`config.mk`:
```
export PLATFORM = sky130hd
export DESIGN_NAME = file_signature_matcher_core
export DESIGN_NICKNAME = d
export VERILOG_FILES = /design/src/hdl/fsig_pkg.sv /design/src/hdl/fsig_match.sv /design/src/hdl/file_signature_matcher_core.sv
export SDC_FILE = /design/constraint.sdc
export NUM_CORES = 1
export LEC_CHECK = 0
export ABC_AREA = 1
export BUFFER_PORTS_ARGS = -buffer_cell sky130_fd_sc_hd__buf_2
export CAP_MARGIN = 20
export CELL_PAD_IN_SITES_DETAIL_PLACEMENT = 0
export CELL_PAD_IN_SITES_GLOBAL_PLACEMENT = 1
export CORE_MARGIN = 2
export CORE_UTILIZATION = 40
export CTS_CLUSTER_DIAMETER = 100
export DETAILED_ROUTE_END_ITERATION = 16
export PLACE_DENSITY_LB_ADDON = 0.15
export SETUP_SLACK_MARGIN = 0.02
export SLEW_MARGIN = 40
export SYNTH_ARGS = -nofsm -noshare
export SYNTH_HDL_FRONTEND = slang
export SYNTH_HIERARCHICAL = 1
export SYNTH_SLANG_ARGS = --single-unit
```
`constraint.sdc`:
```
create_clock -name clock -period 7.8 [get_ports clock]
set_clock_uncertainty 0.15 [all_clocks]
set_input_delay 2.34 -clock clock [delete_from_list [all_inputs] [get_ports clock]]
set_output_delay 2.34 -clock clock [all_outputs]
set_load 0.005 [all_outputs]
```
`src/hdl/fsig_pkg.sv`:
```
// Package with types, constants and signature tables for the file signature matcher.
`default_nettype none

package fsig_pkg;

   localparam int NUM_SIGS      = 21;
   localparam int SIG_MAX       = 16;
   localparam int HEADER_WINDOW = 32;
   localparam int POS_W         = 6;
   localparam int POS_MAX       = (1 << POS_W) - 1;
   localparam int CODE_W        = 5;
   localparam int SIG_IDX_W     = $clog2(SIG_MAX);

   typedef logic [NUM_SIGS-1:0] mask_type;
   typedef logic [POS_W-1:0]    pos_type;
   typedef logic [CODE_W-1:0]   code_type;

   // One input transfer
   typedef struct packed {
      logic [7:0] data_byte;
      logic       byte_present;
      logic       last_byte;
   } item_type;

   // One result transfer
   typedef struct packed {
      logic     match_found;
      code_type format_code;
   } result_type;

   localparam mask_type ALL_SIGS = '1;

   // Expected byte per signature and position (wildcard slots hold zero)
   localparam logic [7:0] SIG_BYTE [NUM_SIGS][SIG_MAX] = '{
      '{8'h52, 8'h49, 8'h46, 8'h46, 8'h00, 8'h00, 8'h00, 8'h00,
        8'h41, 8'h56, 8'h49, 8'h20, 8'h00, 8'h00, 8'h00, 8'h00},   // AVI
      '{8'h47, 8'h49, 8'h46, 8'h38, 8'h37, 8'h61, 8'h00, 8'h00,
        8'h00, 8'h00, 8'h00, 8'h00, 8'h00, 8'h00, 8'h00, 8'h00},   // GIF87a
      '{8'h47, 8'h49, 8'h46, 8'h38, 8'h39, 8'h61, 8'h00, 8'h00,
        8'h00, 8'h00, 8'h00, 8'h00, 8'h00, 8'h00, 8'h00, 8'h00},   // GIF89a
      '{8'h00, 8'h01, 8'h00, 8'h00, 8'h00, 8'h00, 8'h00, 8'h00,
        8'h00, 8'h00, 8'h00, 8'h00, 8'h00, 8'h00, 8'h00, 8'h00},   // ICON
      '{8'h43, 8'h44, 8'h30, 8'h30, 8'h31, 8'h00, 8'h00, 8'h00,
        8'h00, 8'h00, 8'h00, 8'h00, 8'h00, 8'h00, 8'h00, 8'h00},   // ISO9660
      '{8'hFF, 8'hD8, 8'hFF, 8'hE1, 8'h00, 8'h00, 8'h45, 8'h78,
        8'h69, 8'h66, 8'h00, 8'h00, 8'h00, 8'h00, 8'h00, 8'h00},   // JPEG Exif
      '{8'hFF, 8'hD8, 8'hFF, 8'hE0, 8'h00, 8'h10, 8'h4A, 8'h46,
        8'h49, 8'h46, 8'h00, 8'h01, 8'h00, 8'h00, 8'h00, 8'h00},   // JPEG JFIF
      '{8'hFF, 8'hD8, 8'hFF, 8'hDB, 8'h00, 8'h00, 8'h00, 8'h00,
        8'h00, 8'h00, 8'h00, 8'h00, 8'h00, 8'h00, 8'h00, 8'h00},   // JPEG raw DB
      '{8'hFF, 8'hD8, 8'hFF, 8'hEE, 8'h00, 8'h00, 8'h00, 8'h00,
        8'h00, 8'h00, 8'h00, 8'h00, 8'h00, 8'h00, 8'h00, 8'h00},   // JPEG raw EE
      '{8'h49, 8'h44, 8'h33, 8'h00, 8'h00, 8'h00, 8'h00, 8'h00,
        8'h00, 8'h00, 8'h00, 8'h00, 8'h00, 8'h00, 8'h00, 8'h00},   // MP3 ID3v2
      '{8'hFF, 8'hFB, 8'h00, 8'h00, 8'h00, 8'h00, 8'h00, 8'h00,
        8'h00, 8'h00, 8'h00, 8'h00, 8'h00, 8'h00, 8'h00, 8'h00},   // MP3 plain
      '{8'hA1, 8'hB2, 8'hC3, 8'hD4, 8'h00, 8'h00, 8'h00, 8'h00,
        8'h00, 8'h00, 8'h00, 8'h00, 8'h00, 8'h00, 8'h00, 8'h00},   // PCAP big
      '{8'hD4, 8'hC3, 8'hB2, 8'hA1, 8'h00, 8'h00, 8'h00, 8'h00,
        8'h00, 8'h00, 8'h00, 8'h00, 8'h00, 8'h00, 8'h00, 8'h00},   // PCAP little
      '{8'h25, 8'h50, 8'h44, 8'h46, 8'h2D, 8'h00, 8'h00, 8'h00,
        8'h00, 8'h00, 8'h00, 8'h00, 8'h00, 8'h00, 8'h00, 8'h00},   // PDF
      '{8'h89, 8'h50, 8'h4E, 8'h47, 8'h0D, 8'h0A, 8'h1A, 8'h0A,
        8'h00, 8'h00, 8'h00, 8'h00, 8'h00, 8'h00, 8'h00, 8'h00},   // PNG
      '{8'h38, 8'h42, 8'h50, 8'h53, 8'h00, 8'h00, 8'h00, 8'h00,
        8'h00, 8'h00, 8'h00, 8'h00, 8'h00, 8'h00, 8'h00, 8'h00},   // PSD
      '{8'h52, 8'h61, 8'h72, 8'h21, 8'h1A, 8'h07, 8'h00, 8'h00,
        8'h00, 8'h00, 8'h00, 8'h00, 8'h00, 8'h00, 8'h00, 8'h00},   // RAR 1.5
      '{8'h52, 8'h61, 8'h72, 8'h21, 8'h1A, 8'h07, 8'h01, 8'h00,
        8'h00, 8'h00, 8'h00, 8'h00, 8'h00, 8'h00, 8'h00, 8'h00},   // RAR 5
      '{8'h52, 8'h49, 8'h46, 8'h46, 8'h00, 8'h00, 8'h00, 8'h00,
        8'h57, 8'h41, 8'h56, 8'h45, 8'h00, 8'h00, 8'h00, 8'h00},   // WAV
      '{8'h3C, 8'h3F, 8'h78, 8'h6D, 8'h6C, 8'h20, 8'h00, 8'h00,
        8'h00, 8'h00, 8'h00, 8'h00, 8'h00, 8'h00, 8'h00, 8'h00},   // XML
      '{8'h62, 8'h6F, 8'h6F, 8'h6B, 8'h00, 8'h00, 8'h00, 8'h00,
        8'h6D, 8'h61, 8'h72, 8'h6B, 8'h00, 8'h00, 8'h00, 8'h00}    // file alias
   };

   // Bit j set where position j is inside the signature and not a wildcard
   localparam logic [SIG_MAX-1:0] SIG_CARE [NUM_SIGS] = '{
      16'h0F0F, 16'h003F, 16'h003F, 16'h000F, 16'h001F, 16'h0FCF, 16'h0FFF,
      16'h000F, 16'h000F, 16'h0007, 16'h0003, 16'h000F, 16'h000F, 16'h001F,
      16'h00FF, 16'h000F, 16'h007F, 16'h00FF, 16'h0F0F, 16'h003F, 16'hFFFF
   };

endpackage

`default_nettype wire

```
`src/hdl/fsig_match.sv`:
```
// Per-byte signature compare, candidate mask update and priority encode.
`default_nettype none

module fsig_match (
   input  wire fsig_pkg::item_type   item,
   input  wire fsig_pkg::pos_type    pos,
   input  wire fsig_pkg::mask_type   mask,
   output fsig_pkg::mask_type        next_mask,
   output fsig_pkg::result_type      result
);

   logic                                   in_sigs;
   logic [fsig_pkg::SIG_IDX_W-1:0]         pidx;
   logic [fsig_pkg::SIG_MAX-1:0]           later;
   fsig_pkg::mask_type                     reject;
   fsig_pkg::mask_type                     final_mask;

   // Position decode: byte slot and the positions not yet seen
   always_comb begin
      in_sigs = (pos < fsig_pkg::POS_W'(fsig_pkg::SIG_MAX)) &&
                (pos < fsig_pkg::POS_W'(fsig_pkg::HEADER_WINDOW));
      pidx    = pos[fsig_pkg::SIG_IDX_W-1:0];
      for (int j = 0; j < fsig_pkg::SIG_MAX; j++) begin
         later[j] = (fsig_pkg::POS_W'(j) > pos) &&
                    (j < fsig_pkg::HEADER_WINDOW);
      end
   end

   // All signatures compared in parallel; on the last byte the unseen
   // non-wildcard positions count as missing
   always_comb begin
      for (int k = 0; k < fsig_pkg::NUM_SIGS; k++) begin
         reject[k] = (in_sigs && fsig_pkg::SIG_CARE[k][pidx] &&
                      (!item.byte_present || item.data_byte != fsig_pkg::SIG_BYTE[k][pidx]))
                     || (item.last_byte && |(fsig_pkg::SIG_CARE[k] & later));
      end
      next_mask  = mask & ~reject;
      final_mask = next_mask;
   end

   // Lowest surviving signature wins
   always_comb begin
      result.match_found = |final_mask;
      result.format_code = '0;
      for (int k = fsig_pkg::NUM_SIGS - 1; k >= 0; k--) begin
         if (final_mask[k]) begin
            result.format_code = fsig_pkg::CODE_W'(k);
         end
      end
   end

endmodule

`default_nettype wire

```
`src/hdl/file_signature_matcher_core.sv`:
```
// Top level of the file signature matcher: input register, state and result register.
//
// Usage: feed the leading bytes of a file on the req_ channel, one byte per
// transfer, in file order. req_byte_present low marks a position past the end
// of the file; req_last_byte high closes the header window. Each window
// produces exactly one rsp_ transfer carrying rsp_match_found and
// rsp_format_code (lowest matching signature, 0 when none matched).
// Throughput: one byte per cycle while no last byte waits on a stalled result, set by
// the single compare stage that checks all 21 signatures at once against the byte
// position counter. A last byte passes through the input register, then the result
// register, before it appears on rsp_.
// Stall: a stalled result holds on rsp_; non-last bytes keep flowing, and
// the next last byte waits in the input register, raising req_stall.
// Reset (synchronous, active high) empties both registers, clears the byte
// position and marks every signature as possible; req_stall is high during
// reset.
`default_nettype none

module file_signature_matcher_core (
   input  wire                          clock,
   input  wire                          reset,
   input  wire                          req_valid,
   output logic                         req_stall,
   input  wire [7:0]                    req_data_byte,
   input  wire                          req_byte_present,
   input  wire                          req_last_byte,
   output logic                         rsp_valid,
   input  wire                          rsp_stall,
   output logic                         rsp_match_found,
   output logic [fsig_pkg::CODE_W-1:0]  rsp_format_code
);

   logic                  s1_valid_ff, s1_valid_in;
   fsig_pkg::item_type    item_ff, item_in;
   fsig_pkg::pos_type     pos_ff, pos_in;
   fsig_pkg::mask_type    mask_ff, mask_in;
   logic                  rsp_valid_ff, rsp_valid_in;
   fsig_pkg::result_type  rsp_ff, rsp_in;

   fsig_pkg::mask_type    next_mask;
   fsig_pkg::result_type  result;
   logic                  req_accept;
   logic                  s1_advance;

   fsig_match u_match (
      .item      (item_ff),
      .pos       (pos_ff),
      .mask      (mask_ff),
      .next_mask (next_mask),
      .result    (result)
   );

   // Handshake: only a last byte can be held back by a stalled result
   always_comb begin
      s1_advance = s1_valid_ff &&
                   (!item_ff.last_byte || !rsp_valid_ff || !rsp_stall);
      req_stall  = reset || (s1_valid_ff && !s1_advance);
      req_accept = req_valid && !req_stall;
   end

   // Input register
   always_comb begin
      item_in     = item_ff;
      s1_valid_in = s1_valid_ff;
      if (req_accept) begin
         item_in.data_byte    = req_data_byte;
         item_in.byte_present = req_byte_present;
         item_in.last_byte    = req_last_byte;
         s1_valid_in          = 1'b1;
      end else if (s1_advance) begin
         s1_valid_in = 1'b0;
      end
   end

   // Byte position and candidate mask
   always_comb begin
      pos_in  = pos_ff;
      mask_in = mask_ff;
      if (s1_advance) begin
         if (item_ff.last_byte) begin
            pos_in  = '0;
            mask_in = fsig_pkg::ALL_SIGS;
         end else begin
            mask_in = next_mask;
            if (pos_ff != fsig_pkg::POS_W'(fsig_pkg::POS_MAX)) begin
               pos_in = pos_ff + 1'b1;
            end
         end
      end
   end

   // Result register
   always_comb begin
      rsp_in       = rsp_ff;
      rsp_valid_in = rsp_valid_ff;
      if (s1_advance && item_ff.last_byte) begin
         rsp_in       = result;
         rsp_valid_in = 1'b1;
      end else if (rsp_valid_ff && !rsp_stall) begin
         rsp_valid_in = 1'b0;
      end
   end

   always_ff @(posedge clock) begin
      if (reset) begin
         s1_valid_ff  <= 1'b0;
         rsp_valid_ff <= 1'b0;
         pos_ff       <= '0;
         mask_ff      <= fsig_pkg::ALL_SIGS;
      end else begin
         s1_valid_ff  <= s1_valid_in;
         rsp_valid_ff <= rsp_valid_in;
         pos_ff       <= pos_in;
         mask_ff      <= mask_in;
      end
   end

   // Payload registers
   always_ff @(posedge clock) begin
      item_ff <= item_in;
      rsp_ff  <= rsp_in;
   end

   assign rsp_valid       = rsp_valid_ff;
   assign rsp_match_found = rsp_ff.match_found;
   assign rsp_format_code = rsp_ff.format_code;

endmodule

`default_nettype wire

```
==> out/qor.csv <==
stage;metric;value;unit
synth;register area share after synthesis;23.2;%
route;DRT Pass-1 Iters;7;
worst_setup_path;crit-path cells;buf_2 > nand3_2 > nor2_1 > inv_1 > nand2_1 > buf_2;
synth;main combinational cell family by area after synthesis;simple AND/OR/NAND/NOR gates;
die;Initial Utilization;40.5;%
clock_network;CTS clk-pin slew, worst paths;0.07;ns
worst_setup_path;critical path's slowest cell;nor2_1;
synth;syn nets;765;
sta;normalized max-slew margin;44.0;%
grt;Overall Global Routing Usage;26.5;%
worst_setup_path;Worst EP arrival;2.91;ns
sta;period utilization;69.3;%
synth;post-synthesis mux area share;0;%
grt;antenna violations before repair;0;
synth;Yosys reg bits;45;
finish;share of cells above drive strength 1;11.0;%
power;Pwr per Cell Area;131;nW/um^2
worst_setup_path;Setup Crit Path Kind;in2out;
finish;Area Growth Syn to Fin;5.83;%
clock_network;deepest clock path buffer count;2;
grt;grt total ovfl;0;
outcome;status;finished clean;
synth;Synth area leader;nand2_1;
place;hpwl dp;11.9;mm
worst_setup_path;crit start category;input port;
synth;Post-Synth Adder-Cell Area;2.46;%
worst_hold_path;Worst Hold Class;reg2reg;
sta;Final min period;5.40;ns
sta;final setup fails;0;
route;DRT Wirelength;16.3;mm
power;Power Internal;0.000441;W
synth;Area contributors post-synth;nand2_1 (19%), dfxtp_1 (13%), edfxtp_1 (11%);
clock_network;clock sink count;45;
power;Static Leakage;2.49;nW
worst_setup_path;R2R Setup Slk;3.66;ns
worst_setup_path;crit-path max FO;2;
synth;Post-Syn Area per Cell;6.16;sq um
synth;post-synth top area share;18.7;%
synth;Compound-Gate Fraction of Synth Area;13.2;%
die;Rows;39;
sta;Final Hold Viols;0;
route;vias per inst;5.64;
synth;area of the mapped netlist;4570;sq um
clock_network;CTS Buf Count;5;
synth;count of warnings emitted by yosys;6;
sta;slew at the pin closest to its max-slew limit;0.841;ns
die;Die X-Extent;111;um
sta;RSZ-0062 raised after global routing;no;
grt;largest net degree at the start of global routing;29;
synth;distinct cell type count after synthesis;49;
clock_network;cts hold-fix bufs;0;
die;full die area;12300;sq um
power;sw power;0.000192;W
place;dpl cell area;4650;sq um
power;combinational fraction of design power;19.1;%
die;IO Count;22;
synth;Primary FF master, synth;dfxtp_1;
route;Remaining DRCs;0;
worst_setup_path;crit end category;output port;
worst_setup_path;worst path required time;5.31;ns
synth;Synth Area in XOR/XNOR;6.90;%
route;routed length per instance;18.5;um
die;Die H;111;um
synth;Synth Instances;742;
grt;global-route wire length before repair;25.9;mm
route;via count;4975;
sta;max-slew violations;0;
finish;Final Cell Area;4840;sq um
clock_network;clk root buf;clkbuf_16;
route;1st-iter DRT viols;385;
finish;NumNets Final;761;
power;Clock Power Share;38.1;%
clock_network;worst-skew pair later-pin latency;0.29;ns
sta;total negative slack;0;ns
synth;number of synthesized flops with an enable pin;16;
power;Sw Share;30.4;%
clock_network;Post-CTS Resized;0;
place;Port Buffers;21;
clock_network;CTS H-tree lvls;2;
grt;number of global-route vias before repair;4801;
flow_run;number of max-cap violations;0;
worst_setup_path;Worst path max stage delay;0.12;ns
worst_setup_path;Top cell by count, worst path;buf_2;
sta;Max Freq;0.185;GHz
finish;# diodes;0;
power;Reg power frac;42.8;%
place;RD Place Congestion;0.963;
route;Antenna Violating Nets Remaining;0;
clock_network;TritonCTS clock tree;built;
synth;post-synthesis simple-gate area fraction;42.4;%
die;CORE AREA;11300;sq um
clock_network;Post-CTS Setup Inserts;0;
power;worst ir drop on vdd;0.0833;mV
synth;Synth async-reset ratio;0;%
-- metal layers --
layer  vias to the layer above  global-route usage, %  wire length [um]
li1                       2411                      -                 -
met1                      2284                   35.6              6950
met2                       229                   41.5              7360
met3                        51                   3.99              1210
met4                         0                   13.3               788
met5                         -                      0                 0
-- power groups by stage --
stage	Clock, W	Sequential (W)	Combinational [W]
final	0.000241	0.000271	0.000121
after global routing	0.000254	0.000273	0.000133
after CTS	0.000247	0.000272	0.000117
after detailed placement	0	0.000277	0.000116
after global placement	0	0.000277	0.000116
after floorplan	0	0.000265	0.0000958
-- flip-flops by register name, summed over array words and instances (netlist names) --
signal	count
rsp_format_code	5
s1_valid_ff	1
item_ff	10
mask_ff	21
rsp_match_found	1
rsp_valid	1
pos_ff	6
-- placed cells by master (no fill, tap or decap), types with 4 or more instances in the layout --
cell,Yosys,final
nand2_1,228,228
nor2_1,78,77
inv_1,71,71
nand3_1,56,56
xor2_1,36,36
o21ai_0,32,32
a21oi_1,30,30
dfxtp_1,29,28
nand3_2,21,21
buf_2,12,21
edfxtp_1,16,16
nor3_1,13,13
nand4_1,10,10
ha_1,9,9
inv_2,8,8
nand2_2,7,7
nor2_2,6,7
o21ai_1,6,6
clkbuf_16,0,6
clkinv_1,6,6
a211oi_1,5,5
o211ai_1,4,4
o2111ai_1,4,4
nor4_1,4,4
o41ai_1,4,4
-- synth_stat cells, types with 3 or more instances --
cell	instances
o21ai_1	6
clkbuf_1	10
clkinv_1	6
nand2_2	7
inv_1	71
buf_1	3
buf_4	3
nand3_2	21
nor2_1	78
buf_6	3
o211ai_1	4
nor2_2	6
o2111ai_1	4
nand3_1	56
edfxtp_1	16
a31oi_1	3
ha_1	9
a21oi_1	30
buf_2	12
xor2_1	36
a211oi_1	5
nand2_1	228
o41ai_1	4
o21ai_0	32
nor4_1	4
nor3_1	13
inv_2	8
dfxtp_1	29
nand4_1	10
-- area by class of cell --
class                           instances  area [sq um]
Fill cell                            1241          6430
Timing Repair Buffer                   23           124
Clock buffer                            7           164
Multi-Input combinational cell        576          2970
Sequential cell                        45          1060
Clock inverter                          1          6.26
Tap cell                              143           179
Inverter                               87           332
-- critical path, delay by kind of cell --
| family | cells | cell delay [ns] |
|---|---|---|
| simple gates | 3 | 0.30 |
| buf+inv | 3 | 0.27 |
-- metrics by stage --
step | power (W) | util (%) | setup slack (ns) | hold slack, ns | std cells
final | 0.000633 | 42.9 | 2.40 | 0.323 | 882
after global routing | 0.000660 | 42.9 | 2.33 | 0.343 | 882
after CTS | 0.000636 | 42.8 | 2.41 | 0.327 | 881
after detailed placement | 0.000393 | 41.3 | 2.41 | 0.309 | 873
after global placement | 0.000393 | 41.3 | 2.40 | 0.301 | 873
after floorplan | 0.000361 | - | 2.66 | 0.290 | 742
-- worst paths after layout --
check,depth (start not counted),to,startpoint
min,2,mask_ff[20],mask_ff[20]
max reg2reg,16,rsp_format_code[0],pos_ff[3]
max,6,req_stall,rsp_stall
min reg2reg,2,mask_ff[20],mask_ff[20]
-- cells by family (layout without fill, tap and decap cells) --
| logic type | Yosys count | after routing |
|---|---|---|
| AO/OA/AOI/OAI | 101 | 101 |
| XOR/XNOR | 36 | 36 |
| adder cells (fa/ha/maj) | 9 | 9 |
| buffers and inverters | 121 | 118 |
| flip-flops | 45 | 45 |
| AND/OR/NAND/NOR | 430 | 430 |
(Power assumes the default switching activity.)
